$ cat config.mk
export PLATFORM = sky130hd
export DESIGN_NAME = sprb_ram
export DESIGN_NICKNAME = d
export VERILOG_FILES = /design/src/rtl/serial_port_ring_buffers_with_echo_unit_macros.svh /design/src/rtl/sprb_ram.sv
export SDC_FILE = /design/constraint.sdc
export NUM_CORES = 2
export LEC_CHECK = 0
export BUFFER_PORTS_ARGS = -buffer_cell sky130_fd_sc_hd__buf_2
export CORE_MARGIN = 5
export CORE_UTILIZATION = 25
export DETAILED_ROUTE_END_ITERATION = 8
export HOLD_SLACK_MARGIN = 0.03
export PLACE_DENSITY = 0.5
export SLEW_MARGIN = 20
export SYNTH_ARGS = -nofsm -noshare
export SYNTH_HDL_FRONTEND = slang
export SYNTH_SLANG_ARGS = --single-unit
export TNS_END_PERCENT = 5
$ cat constraint.sdc
create_clock -name i_clk -period 4.6 [get_ports i_clk]
set_input_delay 0.92 -clock i_clk [delete_from_list [all_inputs] [get_ports i_clk]]
set_output_delay 0.92 -clock i_clk [all_outputs]
set_load 0.05 [all_outputs]
$ cat src/rtl/serial_port_ring_buffers_with_echo_unit_macros.svh
// Assertion helpers used by the top-level RTL file.
`ifndef SERIAL_PORT_RING_BUFFERS_WITH_ECHO_UNIT_MACROS_SVH
`define SERIAL_PORT_RING_BUFFERS_WITH_ECHO_UNIT_MACROS_SVH

// Same-cycle implication, checked out of reset.
`define SPRB_ASSERT_NOW(label, ante, cons, msg) \
    label: assert property (@(posedge i_clk) disable iff (!i_rst_n) \
        (ante) |-> (cons)) else $error(msg);

// Next-cycle implication, checked out of reset.
`define SPRB_ASSERT_NEXT(label, ante, cons, msg) \
    label: assert property (@(posedge i_clk) disable iff (!i_rst_n) \
        (ante) |=> (cons)) else $error(msg);

`endif

$ cat src/rtl/sprb_ram.sv
module sprb_ram #(
    parameter int DEPTH = 512,
    parameter int WIDTH = 8
) (
    input  logic                     i_clk,
    input  logic                     i_we,
    input  logic [$clog2(DEPTH)-1:0] i_waddr,
    input  logic [WIDTH-1:0]         i_wdata,
    input  logic                     i_re,
    input  logic [$clog2(DEPTH)-1:0] i_raddr,
    output logic [WIDTH-1:0]         o_rdata
);

    logic [WIDTH-1:0] r_mem [DEPTH];
    logic [WIDTH-1:0] r_rdata;

    always_ff @(posedge i_clk) begin
        if (i_we) begin
            r_mem[i_waddr] <= i_wdata;
        end
    end

    always_ff @(posedge i_clk) begin
        if (i_re) begin
            r_rdata <= r_mem[i_raddr];
        end
    end

    assign o_rdata = r_rdata;

endmodule

==> flow_summary.toml <==
[clocking]
ctsResizeCount = 0
holdBufCountCts = 0
cts_buffers = 407
cts_root_buf = "clkbuf_16"
cts_buffer_depth = 4
ctsHtreeMaxLevel = 5
clock_latency_ns = 1.01
clock-sinks = 4104
cts_tree = "yes"
cts_setup_buffers = 0
clkTransAtPathRegs_ns = 0.06

[final_layout]
fin_nets = 8572
utilization = 0.294
drive_gt1_frac = 0.215
area_growth_pct = 17.1
final_cell_mix = "edfxtp_1, mux2i_1, mux4_2"
final_common_cell = "edfxtp_1"

[synthesis]
ys_async_sr_fraction = 0
synth-edff-count = 4104
yosys_warnings = 0
synthesis.instances = 8030
synth_cell_types = 50
yosysSeqAreaShare = 0.770
synth_fp_nets = 8059
synth_area_um2 = 160000
ys_dominant_reg_cell = "edfxtp_1"
syn_avg_cell_area_um2 = 19.9
synth-seq-cells = 4104

[die]
io_pins = 37
rows = 293
die_h_um = 810
core-area_um2 = 638000
die_w_um = 810
start_util = 0.251
die_area_um2 = 656000

[status]
status = "finished, final reports clean"

[worst_setup_path]
crit_arrival_ns = 4.70
cp-end-kind = "flip-flop"
worstPathCellList = "buf_12, buf_12, buf_12, buf_12, buf_4, mux2i_1, o221ai_1, a21oi_1, o21ai_0, nand4_1, nand2_1, o2111a_1"
worst_setup_path_start_kind = "primary input"
required_ns = 5.47
crit_slowest_cell = "o21ai_0"
crit_path_frequent_cell = "buf_12"
cp_top_family = "buffers and inverters"
critPathMaxStageDelay_ns = 0.74
cp_num_buf_inv = 5
cp_max_fo = 36
worstSetupPathType = "primary input to flip-flop"

[power]
ir_worst_vdd_v = 0.000294
total_power_mw = 79.2
p_leak_nw = 58.5
p_per_area_nw_per_um2 = 423

[flow_run]
drv_cap = 0

[global_routing]
antenna_found_initial = 17
grtUsageMet2 = 0.227
grt_pass1_vias = 83400
grt_max_degree = 124
grt.overflow.total = 0
use_met3 = 0.0188
grt_use_total = 0.135
grt_busiest_layer = "met2"
grt_pass1_wl_mm = 647
use_met1 = 0.181

[timing]
finalHoldViolCount = 0
tightest_slew_ns = 1.12
period_share = 0.833
setup_viol = 0
report.final.slew_viol_count = 0
rsz0062_at_grt = "no"
period_minus_slack_ns = 3.83
max_freq_mhz = 261
relSlewSlack = 0.252
clock_skew_ns = 0.0642

[route]
dr.pass1.iters = 6
drt-vias-per-instance = 4.77
drtIter0Drc = 8944
postRouteAntennaNets = 0
wl_per_cell_um = 26.6
vias = 82400
route.detailed.drc = 0
routed_wl_mm = 460

[min_path]
hp-class = "primary input to flip-flop"

[place]
hpwl_mm = 288
globalplace.congestion = 0.849
io_buffers = 36
-- cell usage after synthesis, types with 2 or more instances --
cell       count  area share
buf_1         41     0.00096
nor2_1       597       0.014
o41ai_1        7     0.00038
mux4_2       654       0.092
a211o_1        2     0.00011
buf_12         5     0.00063
a21oi_1      194      0.0061
and3_1         4     0.00016
o21ai_0      118      0.0037
and2_1        20     0.00078
o311ai_0       5     0.00027
o211ai_1       2    0.000094
a31oi_1        2    0.000078
o2111a_1       8     0.00056
buf_6         64      0.0045
and3b_1        4     0.00022
nor2b_1        6     0.00023
o22ai_1      163      0.0064
a22o_1         5     0.00027
o221ai_1     371       0.020
edfxtp_1    4104        0.77
nand3_1       36      0.0011
buf_2         57      0.0018
mux2i_1      797       0.050
nand4_1       32      0.0013
nor3b_1        8     0.00038
nor3_1       109      0.0034
or2_2          4     0.00016
nand2_1      111      0.0026
nand2b_1       4     0.00016
buf_4         70      0.0033
inv_1          2    0.000047
buf_8         11      0.0010
a2111oi_0      3     0.00016
a22oi_1       61      0.0029
o22a_1         3     0.00016
clkbuf_1     265      0.0062
a211oi_1      17     0.00080
o31ai_1       13     0.00061
or3_1          6     0.00023
nor4_1        36      0.0014
-- power breakdown --
part,total [mW],internal [mW],switching [mW],leakage (nW)
clock network,34.0,19.6,14.4,6.59
logic,4.03,1.29,2.75,15.0
registers,41.2,41.2,0.0213,36.9
-- routing by layer --
layer / up-vias / share of wire
met4: 2 / 0.033
met1: 44200 / 0.42
met5: - / 0.000028
li1: 34500 / -
met2: 3068 / 0.49
met3: 661 / 0.060
-- flip-flops by register name, summed over array words and instances, names as in the netlist --
signal	flops
r_mem	4096
o_rdata	8
-- through the flow --
| stage | std cells | setup WS [ns] | instance area (µm²) | hold slack [ns] | TNS, ns |
|---|---|---|---|---|---|
| floorplan | 8030 | 1.57 | 160000 | 1.01 | 0 |
| global placement | 16500 | -0.231 | 174000 | 1.37 | -0.725 |
| detailed placement | 16500 | -0.228 | 174000 | 1.37 | -0.376 |
| CTS | 17300 | 0.873 | 187000 | 0.275 | 0 |
| global route | 17300 | 0.738 | 187000 | 0.320 | 0 |
| finish | 17300 | 0.767 | 187000 | 0.357 | 0 |
-- cells by family (layout without fill, tap and decap cells) --
| logic type | count (synthesis) | count (layout) | share of synthesized area |
|---|---|---|---|
| multiplexers | 1451 | 1451 | 0.142 |
| other | 0 | 5 | 0 |
| AO/OA/AOI/OAI | 979 | 979 | 0.0431 |
| AND/OR/NAND/NOR | 980 | 980 | 0.0263 |
| buffers and inverters | 516 | 1367 | 0.0185 |
| flip-flops | 4104 | 4104 | 0.770 |
-- path summary, 6_finish.rpt --
kind / from / end / slack, ns / depth (start not counted)
worst max-delay path: i_raddr[0] / o_rdata[0] / 0.77 / 12
worst min-delay path: i_wdata[7] / r_mem[390][7] / 0.36 / 1
worst max register to register: r_mem[257][4] / o_rdata[4] / 1.52 / 9
worst min register to register: r_mem[298][7] / o_rdata[7] / 1.35 / 6
-- cell type report --
| type | count | area (µm²) |
|---|---|---|
| fillers | 61700 | 450000 |
| flip-flops and latches | 4104 | 123000 |
| multi-input cells | 3410 | 34000 |
| clock buffers | 477 | 10500 |
| well taps | 8407 | 10500 |
| repair buffers | 617 | 6050 |
| clock inverters | 270 | 2970 |
| inverters | 3 | 18.8 |
| diodes | 5 | 12.5 |
Power figures use the tool's default switching activity.
